## src/rhd_pkg.sv

```systemverilog
// ----------------------------------------------------------------------------
// rhd_pkg
// Shared types and constants of the Robin Hood hash dictionary.
// ----------------------------------------------------------------------------
`default_nettype none
package rhd_pkg;

  localparam int TableSlots = 256;
  localparam int SlotBits   = $clog2(TableSlots);
  localparam int DistBits   = SlotBits + 1;
  localparam int DescBits   = 16;
  localparam int KeyBits    = 64;
  localparam int SizeBits   = 40;
  localparam int RateBits   = 32;
  localparam int CountBits  = SlotBits + 1;
  localparam int RecBits    = KeyBits + DescBits + SizeBits + RateBits;
  localparam int QueueDepth = 2;
  localparam logic [31:0] HashMult = 32'd2654435761;

  typedef enum logic [1:0] {
    CMD_INSERT = 2'd0,
    CMD_REMOVE = 2'd1,
    CMD_RENAME = 2'd2,
    CMD_LOOKUP = 2'd3
  } cmd_t;

  typedef enum logic [2:0] {
    ST_NEW           = 3'd0,
    ST_DONE          = 3'd1,
    ST_ABSENT        = 3'd2,
    ST_FULL          = 3'd3,
    ST_TARGET_EXISTS = 3'd4,
    ST_FOUND         = 3'd5
  } status_t;

  // A request after the front end: command, both identifiers with their
  // home slots, and the record to store.
  typedef struct packed {
    cmd_t                  cmd;
    logic [KeyBits-1:0]    key_id;
    logic [SlotBits-1:0]   key_home;
    logic [KeyBits-1:0]    target_id;
    logic [SlotBits-1:0]   target_home;
    logic                  same_id;
    logic [DescBits-1:0]   descriptor;
    logic [SizeBits-1:0]   byte_size;
    logic [RateBits-1:0]   rate;
  } req_t;

  typedef struct packed {
    status_t               status;
    logic                  has_descriptor;
    logic [DescBits-1:0]   descriptor;
    logic [SizeBits-1:0]   size;
    logic [RateBits-1:0]   rate;
  } rsp_t;

  typedef struct packed {
    logic [KeyBits-1:0]  key;
    logic [DescBits-1:0] descriptor;
    logic [SizeBits-1:0] size;
    logic [RateBits-1:0] rate;
  } rec_t;

  typedef enum logic [3:0] {
    BK_IDLE,
    BK_FIND_RD,
    BK_FIND_CHK,
    BK_TGT_RD,
    BK_TGT_CHK,
    BK_DEL_RD,
    BK_DEL_CHK,
    BK_PUT_RD,
    BK_PUT_CHK,
    BK_DONE
  } bk_state_t;

endpackage
`default_nettype wire

```

## src/rhd_front.sv

```systemverilog
// ----------------------------------------------------------------------------
// rhd_front
// Takes requests, hashes both identifiers and queues them for the back end.
// ----------------------------------------------------------------------------
`default_nettype none
module rhd_front
  import rhd_pkg::*;
(
  input  wire logic                clk,
  input  wire logic                rst_n,
  input  wire logic                push,
  output      logic                full,
  input  wire logic [1:0]          cmd,
  input  wire logic [KeyBits-1:0]  key_id,
  input  wire logic [KeyBits-1:0]  target_id,
  input  wire logic [DescBits-1:0] descriptor,
  input  wire logic [SizeBits-1:0] byte_size,
  input  wire logic [RateBits-1:0] rate,
  output      logic                req_valid,
  output      req_t                req,
  input  wire logic                req_take
);

  localparam int PtrBits = $clog2(QueueDepth);

  req_t               q_r [QueueDepth];
  logic [PtrBits-1:0] wp_r, rp_r;
  logic [PtrBits:0]   cnt_r;
  logic [31:0]        kprod, tprod;
  req_t               nreq;
  logic               do_push, do_pop;

  // Only the low slot bits of the product are needed, so the low 32 bits of
  // the identifier suffice.
  assign kprod = key_id[31:0] * HashMult;
  assign tprod = target_id[31:0] * HashMult;

  always_comb begin
    nreq.cmd         = cmd_t'(cmd);
    nreq.key_id      = key_id;
    nreq.key_home    = kprod[SlotBits-1:0];
    nreq.target_id   = target_id;
    nreq.target_home = tprod[SlotBits-1:0];
    nreq.same_id     = (key_id == target_id);
    nreq.descriptor  = descriptor;
    nreq.byte_size   = byte_size;
    nreq.rate        = rate;
  end

  assign full      = (cnt_r == (PtrBits + 1)'(QueueDepth));
  assign req_valid = (cnt_r != '0);
  assign req       = q_r[rp_r];
  assign do_push   = push && !full;
  assign do_pop    = req_take && req_valid;

  always_ff @(posedge clk) begin
    if (do_push) begin
      q_r[wp_r] <= nreq;
    end
  end

  always_ff @(posedge clk) begin
    if (!rst_n) begin
      wp_r  <= '0;
      rp_r  <= '0;
      cnt_r <= '0;
    end else begin
      if (do_push) begin
        wp_r <= wp_r + 1'b1;
      end
      if (do_pop) begin
        rp_r <= rp_r + 1'b1;
      end
      cnt_r <= cnt_r + (PtrBits + 1)'(do_push) - (PtrBits + 1)'(do_pop);
    end
  end

endmodule
`default_nettype wire

```

## config.mk

```make
export PLATFORM = sky130hd
export DESIGN_NAME = rhd_front
export DESIGN_NICKNAME = d
export VERILOG_FILES = /design/src/rhd_pkg.sv /design/src/rhd_front.sv
export SDC_FILE = /design/constraint.sdc
export NUM_CORES = 1
export LEC_CHECK = 0
export BUFFER_PORTS_ARGS = -buffer_cell sky130_fd_sc_hd__buf_2
export CORE_MARGIN = 10
export CORE_UTILIZATION = 28
export DETAILED_ROUTE_END_ITERATION = 16
export SETUP_SLACK_MARGIN = 0.4
export SLEW_MARGIN = 20
export SYNTH_ARGS = -nofsm -noshare
export SYNTH_HDL_FRONTEND = slang
export SYNTH_SLANG_ARGS = --single-unit
```

## constraint.sdc

```tcl
create_clock -name clk -period 11.65 [get_ports clk]
set_input_delay 2.33 -clock clk [delete_from_list [all_inputs] [get_ports clk]]
set_output_delay 2.33 -clock clk [all_outputs]
set_load 0.05 [all_outputs]
```

==> results of run 1 <==
stage by stage:
| step | instances | area (µm²) | setup slack [ns] |
|---|---|---|---|
| final | 2233 | 22500 | 5.75 |
| after global routing | 2229 | 22500 | 5.55 |
| after CTS | 2228 | 22500 | 5.67 |
| after detailed placement | 2139 | 20900 | 6.30 |
| after global placement | 2139 | 20900 | 6.35 |
| after floorplan | 857 | 17700 | 2.85 |
worst register-to-register path, stage by stage (launching register included):
cell and delay, ns:
dfxtp_1 0.34, nand2b_1 0.16, and3_4 0.52, buf_4 0.75, buf_4 0.99
cell usage in the layout, fill, tap and decap left out, types with 2 or more instances in the layout:
cell type,synthesis,final
inv_6,0,4
xor2_1,65,65
clkbuf_16,0,51
ha_1,16,16
xnor2_1,17,17
diode_2,0,5
inv_1,6,6
clkinv_2,0,10
nand4_1,4,4
edfxtp_1,454,454
clkinv_4,0,2
fa_1,2,2
nor4_1,16,16
and2_1,3,3
dfxtp_1,5,4
mux2_2,227,227
clkinv_1,0,9
buf_4,12,11
buf_2,20,458
bufinv_16,0,4
clkbuf_1,1,8
per-layer routing:
layer  vias up  share of wire (%)  wire (µm)
li1       4331                  -          -
met1      4778                 40      18800
met2       369                 48      22600
met3        80                8.8       4090
met4        10                2.2       1050
met5         -               0.13         60
sequential cells by signal, indices dropped and copies added (netlist names), named ones only:
name,cells
wp_r,1
q_r,454
cnt_r,2
rp_r,1
final cells by class:
type                       count  area (µm²)
inverter                       6        22.5
multi-input combinational    359        3730
sequential                   459       13700
antenna                        5        12.5
timing repair buffer         469        2370
tap                          846        1060
clock buffer                  59        1310
clock inverter                30         264
fill                        5957       40200
synth_stat cells:
master	count	area (µm²)
edfxtp_1	454	13600
nor4_1	16	100
buf_4	12	90.1
nor2b_1	1	6.26
nor4_2	1	12.5
xor2_1	65	569
and2b_1	1	7.51
ha_1	16	200
and2_4	1	8.76
dfxtp_1	5	100
fa_1	2	40.0
and3_1	1	6.26
clkbuf_1	1	3.75
xnor2_1	17	149
mux2_2	227	2560
nand2b_1	1	6.26
and2_1	3	18.8
or2_2	1	6.26
buf_2	20	100
nor2_1	1	3.75
nand2_1	1	3.75
inv_1	6	22.5
nand4_1	4	25.0
kinds of logic after synthesis:
group                      after synthesis  share of synthesized area, %
DFF                                    459                          77.7
muxes                                  227                          14.5
xor gates and xnor gates                82                          4.06
buffers and inverters                   39                          1.23
and+or+nand+nor                         32                          1.16
adders and majority gates               18                          1.36
power groups by stage:
stage                     logic [W]  registers, W  clock network (W)
after floorplan             0.00150       0.00223                  0
after global placement      0.00195       0.00220                  0
after detailed placement    0.00196       0.00221                  0
after CTS                   0.00197       0.00217            0.00158
after global routing        0.00203       0.00219            0.00164
final                       0.00193       0.00217            0.00152
final timing paths:
check | end | slack [ns] | cells past startpoint
setup / recovery | req[163] | 5.75 | 4
hold / removal | register | 0.57 | 2
setup reg to reg | q_r[1][150] | 8.47 | 4
hold reg to reg | register | 0.57 | 2
==> results.cfg, run 1 <==
[clock_tree]
cts_root_buffer = clkbuf_16
ctsHoldBuffers = 0
cts_setup_buffers = 0
htreeDepth = 2
cts_buffer_depth = 3
cts_buffers = 50
cts_tree = done
clock_latency_ns = 0.57
cts_resized = 0
clk_pin_slew_worst_paths_ns = 0.06
cts_sinks = 459

[grt]
grt_pass1_vias = 10400
grtUsageMet3_pct = 4.34
grt_use_met1_pct = 14.4
top_usage_layer = met2
antenna_found_initial = 9
track_usage_pct = 12.0
grt_max_degree = 74
use_met2_pct = 20.1
grt_pass1_wl_um = 67200
grt_overflow = 0

[sta]
fin_tns_setup_ns = 0
worst_hold_slack_ns = 0.565
hold_viol_final = 0
drv_slew = 0
worst_slew_pin_slew_ns = 1.03
finalCriticalPeriod_ns = 5.90
slew_headroom_pct = 31.5
rsz0062_at_grt = false
finClkSkew_ns = 0.0110
fin_crit_sh_pct = 50.6
final-setup-viol-count = 0
max_freq_mhz = 170

[synthesis]
synth.distinct_cells = 23
netlist_area_mm2 = 0.0177
synth-seq-area-share_pct = 77.7
yosysWarnings = 0
syn_inst = 857
synth_seq_cells = 459
synth_nets = 1097
synth_area_per_cell_um2 = 20.6

[pwr]
total_power_w = 0.00563
combPwrFrac_pct = 34.4
p_seq_share_pct = 38.6
power.density_mw_per_mm2 = 250
clock_power_share_pct = 27.0
p_switching_w = 0.00214
peakVddDrop_v = 0.000167
swShare_pct = 37.9
p_leak_nw = 8.28
p_int_w = 0.00349

[floorplanning]
io-pin-count = 459
std_cell_rows = 92
start_util_pct = 28.2
die_y_um = 271
die_x_um = 271
core_mm2 = 0.0627
die_area_mm2 = 0.0736

[critical_path]
critPathTopFamily = buffers and inverters
cp-start-kind = register
critPathKind = register to primary output
crit_fanout = 69
cp.required_ns = 9.32
cp_cell_sequence = buf_4 -> buf_4 -> mux2_2 -> buf_2
critPathCaptureType = primary output
critPathArrivalTime_ns = 3.57
cp_slowest_stage_delay_ns = 0.85
slowest_stage = buf_4
crit_buf_inv = 3
cp_common_cell = buf_4
r2r-start = cnt_r[0]

[worst_hold_path]
hp-start = rp_r
hold_class = register to register

[route]
wl_per_cell_um = 20.9
first_pass_iters = 4
drt_iter0_drc = 618
vias = 9568
drt-total-wl_um = 46600
drt_drc_violations_left = 0
viasPerCell = 4.28
antenna_left = 0

[flow_run]
max-cap-violations = 0

[cells_and_area]
syn_to_final_growth_pct = 27.4
finalNetCount = 1585
finish.utilization_pct = 35.9
layout-drive-gt1-share_pct = 56.0

[outcome]
outcome = finished clean

[place]
port_buffers = 458
dp_hpwl_um = 33100
place_congestion = 0.787
No activity file was read; power rests on OpenSTA's default activity.
==> run 2: changes to the inputs <==
--- a/config.mk
+++ b/config.mk
@@ -5,6 +5,7 @@
 export SDC_FILE = /design/constraint.sdc
 export NUM_CORES = 1
 export LEC_CHECK = 0
+export ABC_AREA = 1
 export BUFFER_PORTS_ARGS = -buffer_cell sky130_fd_sc_hd__buf_2
 export CORE_MARGIN = 10
 export CORE_UTILIZATION = 28
==> constraint.sdc (replaced) <==
create_clock -name clk -period 5 [get_ports clk]
set_input_delay 1 -clock clk [delete_from_list [all_inputs] [get_ports clk]]
set_output_delay 1 -clock clk [all_outputs]
set_load 0.05 [all_outputs]
==> run 2 against run 1 <==
Effect of this change:
- via count is 2.0% higher
- hold slack worse by 0.097 ns
- cell count is 3.9% higher
- critical endpoint is now req[132]
- critical path type unchanged
- sequential power is 130% higher
- die area is 1.8% higher
- count of clock-buffer cells in the layout is 9 higher
- combinational power is 140% higher
- highest routed layer unchanged
- largest cell class unchanged
- non-clock buffer count is 2 lower
- utilization is 0.32 points higher
==> results.cfg, run 2 <==
[grt]
antenna_found_initial = 6
track_usage_pct = 11.6
grt_pass1_vias = 10400
grt_overflow = 0
grt_max_degree = 161
grt_pass1_wl_um = 65800

[synthesis]
synth-main-ff-cell = edfxtp_1
synth-seq-area-share_pct = 76.3
yosysMostFrequentCell = edfxtp_1
synth_top_area_share_pct = 75.7
synth.distinct_cells = 18
synth_top_area_cell = edfxtp_1
synth_seq_cells = 459
synth-edff-count = 454
syn_inst = 942
synth_area_per_cell_um2 = 19.1
netlist_area_mm2 = 0.0180
yosys-top-cells-area = edfxtp_1 76%, mux2_2 12%, xnor2_1 3.2%, mux2_4 2.5%, nand2_1 1.5%
synth-async-reset-ratio_pct = 0
yosysWarnings = 0
synth_nets = 1182
synthTopCellsByCount = 454 x edfxtp_1, 197 x mux2_2, 74 x nand2_1

[sta]
slew_headroom_pct = 31.5
hold_viol_final = 0
fin_crit_sh_pct = 69.2
layout_setup_ws_ns = 1.54
finalCriticalPeriod_ns = 3.46
worst_slew_pin_slew_ns = 1.03
rsz0062_at_grt = false
drv_slew = 0
fin_tns_setup_ns = 0
finClkSkew_ns = 0.0217
max_freq_mhz = 289
final-setup-viol-count = 0

[floorplanning]
die_y_um = 274
start_util_pct = 28.4
die_area_mm2 = 0.0749
std_cell_rows = 92
die_x_um = 274
io-pin-count = 459
core_mm2 = 0.0634

[clock_tree]
ctsHoldBuffers = 0
cts_tree = done
clk_pin_slew_worst_paths_ns = 0.05
cts_sinks = 459
clock_latency_ns = 0.59
cts_resized = 0
cts_buffers = 52
cts_setup_buffers = 0
cts_root_buffer = clkbuf_16
htreeDepth = 2
cts_buffer_depth = 3

[worst_hold_path]
hp-start = rp_r
hold-path-endpoint = rp_r
min_path_cells = 1
hold_class = register to register

[route]
antenna_left = 0
vias = 9762
viasPerCell = 4.21
first_pass_iters = 4
drt_drc_violations_left = 0
drt-total-wl_um = 45600
drt_iter0_drc = 542
wl_per_cell_um = 19.6

[cells_and_area]
largest_register_ff_count = 454
top_regs = q_r: 454 flops, cnt_r: 2 flops
syn_to_final_growth_pct = 27.5
most-common-layout-cells = 458 x buf_2, 454 x edfxtp_1, 197 x mux2_2, 74 x nand2_1, 66 x xnor2_1
final_area_mm2 = 0.0230
layout_commonest_cell = buf_2
finalNetCount = 1670
final_cells = 2321
n_fill_cell = 6022
layout-drive-gt1-share_pct = 52.7
regMostFlops = q_r

[outcome]
outcome = finished clean

[critical_path]
critPathKind = register to primary output
cp.required_ns = 4.00
rr_worst_depth = 4
r2r-start = cnt_r[1]
cp-start-kind = register
crit_fanout = 86
rrSetupSlack_ns = 2.99
r2r-end = q_r[0][158]
critPathCaptureType = primary output
critPathArrivalTime_ns = 2.46

[place]
pre_cts_ws_ns = 1.88
place_congestion = 0.745
post_dp_cell_area_mm2 = 0.0213
dp.cells = 2222
port_buffers = 458
dp_hpwl_um = 32100

[pwr]
total_power_w = 0.0133
power.density_mw_per_mm2 = 580
peakVddDrop_v = 0.000378
p_leak_nw = 8.57

[flow_run]
max-cap-violations = 0
-- run 2: kinds of logic after synthesis --
group,Yosys count,share of synthesized area (%)
xor+xnor,69,3.36
simple gates,99,2.08
compound gates,8,0.222
buf+inv,62,1.92
fa+ha+maj,18,1.33
mux,227,14.8
flops,459,76.3
-- run 2: critical path, cell delays in order (launching register included) --
cell	delay (ns)
dfxtp_4	0.66
buf_12	0.46
mux2_2	0.42
buf_2	0.22
-- run 2: through the flow --
stage | util (%) | hold slack [ns]
2_1_floorplan | - | 0.425
3_3_place_gp | 33.5 | 0.436
3_5_place_dp | 33.5 | 0.445
4_1_cts | 36.2 | 0.461
5_1_grt | 36.2 | 0.490
6_report | 36.2 | 0.468
-- run 2: per-layer routing --
| layer | global-route usage [%] | wire length (µm) | vias up | share of wire, % |
|---|---|---|---|---|
| met1 | 12.8 | 17200 | 4844 | 38 |
| met4 | 4.06 | 1250 | 6 | 2.7 |
| met3 | 4.38 | 4000 | 74 | 8.8 |
| li1 | - | - | 4532 | - |
| met2 | 20.0 | 23100 | 306 | 51 |
| met5 | 0 | 38 | - | 0.083 |
-- run 2: where the power goes --
group / internal, W / switching, W / leakage (nW)
sequential: 0.00492 / 0.000149 / 4.28
combinational: 0.00119 / 0.00335 / 3.45
clock: 0.00219 / 0.00151 / 0.831
total: 0.00830 / 0.00501 / 8.57
-- run 2: worst max-delay path by stage --
| stage | end | start | depth (start not counted) | slack [ns] |
|---|---|---|---|---|
| finish | req[132] | register | 3 | 1.54 |
| detailed placement | q_r[0][96] | target_id[1] | 10 | 1.88 |
| CTS | req[96] | register | 3 | 1.42 |
| floorplan | q_r[0][0] | push | 2 | 0.13 |
| global route | req[96] | register | 3 | 1.38 |
| global placement | q_r[0][96] | target_id[1] | 10 | 1.85 |
-- run 2: final cells by class --
class,instances,area [µm²],area share [%]
Clock inverter,28,238,1.04
Multi-Input combinational cell,421,3950,17.2
Timing Repair Buffer,467,2410,10.5
Clock buffer,68,1440,6.29
Inverter,29,109,0.474
Sequential cell,459,13700,59.8
Antenna cell,3,7.51,0.0327
Tap cell,846,1060,4.61
==> run 3: changes to the inputs <==
--- a/config.mk
+++ b/config.mk
@@ -5,7 +5,7 @@
 export SDC_FILE = /design/constraint.sdc
 export NUM_CORES = 1
 export LEC_CHECK = 0
-export ABC_AREA = 1
+export ABC_AREA = 0
 export BUFFER_PORTS_ARGS = -buffer_cell sky130_fd_sc_hd__buf_2
 export CORE_MARGIN = 10
 export CORE_UTILIZATION = 28
==> constraint.sdc (replaced) <==
create_clock -name clk -period 3.25 [get_ports clk]
set_input_delay 0.65 -clock clk [delete_from_list [all_inputs] [get_ports clk]]
set_output_delay 0.65 -clock clk [all_outputs]
set_load 0.05 [all_outputs]
==> run 3 against run 2 <==
Effect of this change:
- worst setup slack worse by 0.99 ns
- total power grew 52%
- register-to-register slack lost 1.7 ns
- combinational power increased by 59%
- cell area decreased by 0.87%
- sequential share of layout area is 0.53 points higher
- largest cell class unchanged
- flip-flop and latch count did not move
- hold slack got worse by 0.20 ns
- clock skew down 0.0078 ns
==> results.cfg, run 3 (synthesized netlist as in run 1, its figures left out) <==
[critical_path]
cp-start-kind = register
crit_fanout = 75
cp.required_ns = 2.60
cp_slowest_stage_delay_ns = 0.41
critPathArrivalTime_ns = 2.05
cp_cell_sequence = buf_12 -> mux2_2 -> buf_2
slowest_stage = mux2_2
critPathKind = register to primary output
critPathCaptureType = primary output
r2r-start = cnt_r[0]

[place]
pre_cts_ws_ns = 0.393
place_congestion = 0.802
port_buffers = 458
dp_hpwl_um = 33600

[route]
antenna_left = 0
drt-total-wl_um = 45900
viasPerCell = 4.24
drt_iter0_drc = 449
first_pass_iters = 4
vias = 9550
drt_drc_violations_left = 0
wl_per_cell_um = 20.4

[clock_tree]
cts_buffer_depth = 3
clk_pin_slew_worst_paths_ns = 0.06
cts_sinks = 459
cts_buffers = 48
htreeDepth = 2
clock_latency_ns = 0.57
cts_root_buffer = clkbuf_16
cts_tree = done

[sta]
max_freq_mhz = 371
finClkSkew_ns = 0.0139
worst_slew_pin_slew_ns = 0.713
drv_slew = 0
final-setup-viol-count = 0
hold_viol_final = 0
fin_crit_sh_pct = 83.0
layout_setup_ws_ns = 0.554
slew_headroom_pct = 52.0
finalCriticalPeriod_ns = 2.70
rsz0062_at_grt = false

[pwr]
total_power_w = 0.0203
peakVddDrop_v = 0.000530
p_switching_w = 0.00767
p_int_w = 0.0126
combPwrFrac_pct = 35.7
swShare_pct = 37.8
p_seq_share_pct = 38.0
clock_power_share_pct = 26.3
power.density_mw_per_mm2 = 892
p_leak_nw = 8.39

[floorplanning]
core_mm2 = 0.0627
die_y_um = 271
io-pin-count = 459
std_cell_rows = 92
start_util_pct = 28.2
die_x_um = 271
die_area_mm2 = 0.0736

[grt]
grt_pass1_wl_um = 66400
grt_overflow = 0
grt_max_degree = 94
grt_pass1_vias = 10500
track_usage_pct = 11.8
antenna_found_initial = 7

[cells_and_area]
layout-drive-gt1-share_pct = 56.3
seqCellArea_mm2 = 0.0137
syn_to_final_growth_pct = 28.8
largest_register_ff_count = 454
layout_commonest_cell = buf_2
n_fill_cell = 5976
most-common-layout-cells = 458 x buf_2, 454 x edfxtp_1, 227 x mux2_2, 65 x xor2_1, 49 x clkbuf_16
multi_input_area_mm2 = 0.00375
finalNetCount = 1603
regMostFlops = q_r
top_regs = q_r: 454 flops, cnt_r: 2 flops

[flow_run]
max-cap-violations = 0

[outcome]
outcome = finished clean

[worst_hold_path]
hold_class = primary input to register
hp-start = byte_size[38]
[run 3: repair_timing]
item	CTS	global route
hold buffers	0	0
buffers inserted	4	0
gates resized for setup	3	0
endpoints found under the setup margin	177	0
[run 3: layer usage]
| layer | up-vias | global-route usage (%) | share of wire (%) |
|---|---|---|---|
| li1 | 4365 | - | - |
| met1 | 4758 | 13.3 | 39 |
| met3 | 73 | 5.05 | 9.3 |
| met5 | - | 0 | 0.14 |
| met4 | 10 | 3.32 | 2.3 |
| met2 | 344 | 20.2 | 49 |
[run 3: final cells by class]
class,count,share of cell area [%]
diodes,3,0.0330
clock inverters,29,1.19
multi-input cells,359,16.5
clock buffers,59,5.55
flip-flops and latches,459,60.4
inverters,6,0.0990
well taps,846,4.65
repair buffers,489,11.6
[run 3: worst paths after layout]
check                      to  slack (ns)  depth (start not counted)
setup / recovery     req[194]        0.55                          3
hold / removal     q_r[0][70]        0.27                          1
setup reg to reg  q_r[0][150]        1.31                          5
hold reg to reg      register        0.54                          2
[run 3: metrics by stage]
step / util, % / area (µm²) / std cells / TNS [ns] / hold slack (ns)
after floorplan: - / 17700 / 857 / -417.09 / 0.496
after global placement: 33.7 / 21200 / 2155 / 0 / 0.516
after detailed placement: 33.7 / 21200 / 2155 / 0 / 0.542
after CTS: 36.3 / 22700 / 2247 / 0 / 0.219
after global routing: 36.3 / 22800 / 2249 / 0 / 0.225
final: 36.3 / 22800 / 2250 / 0 / 0.273
[run 3: power by group through the flow]
| stage | Clock, W | Combinational (W) | Sequential (W) |
|---|---|---|---|
| detailed placement | 0 | 0.00728 | 0.00787 |
| CTS | 0.00554 | 0.00739 | 0.00772 |
| global placement | 0 | 0.00726 | 0.00782 |
| finish | 0.00535 | 0.00724 | 0.00771 |
| global route | 0.00575 | 0.00760 | 0.00778 |
| floorplan | 0 | 0.00541 | 0.00787 |
[run 3: critical path: cells and delay by family (launching register included)]
kind / cells / cell delay (ns)
multiplexers: 1 / 0.41
buffers and inverters: 2 / 0.52
flip-flops: 1 / 0.40
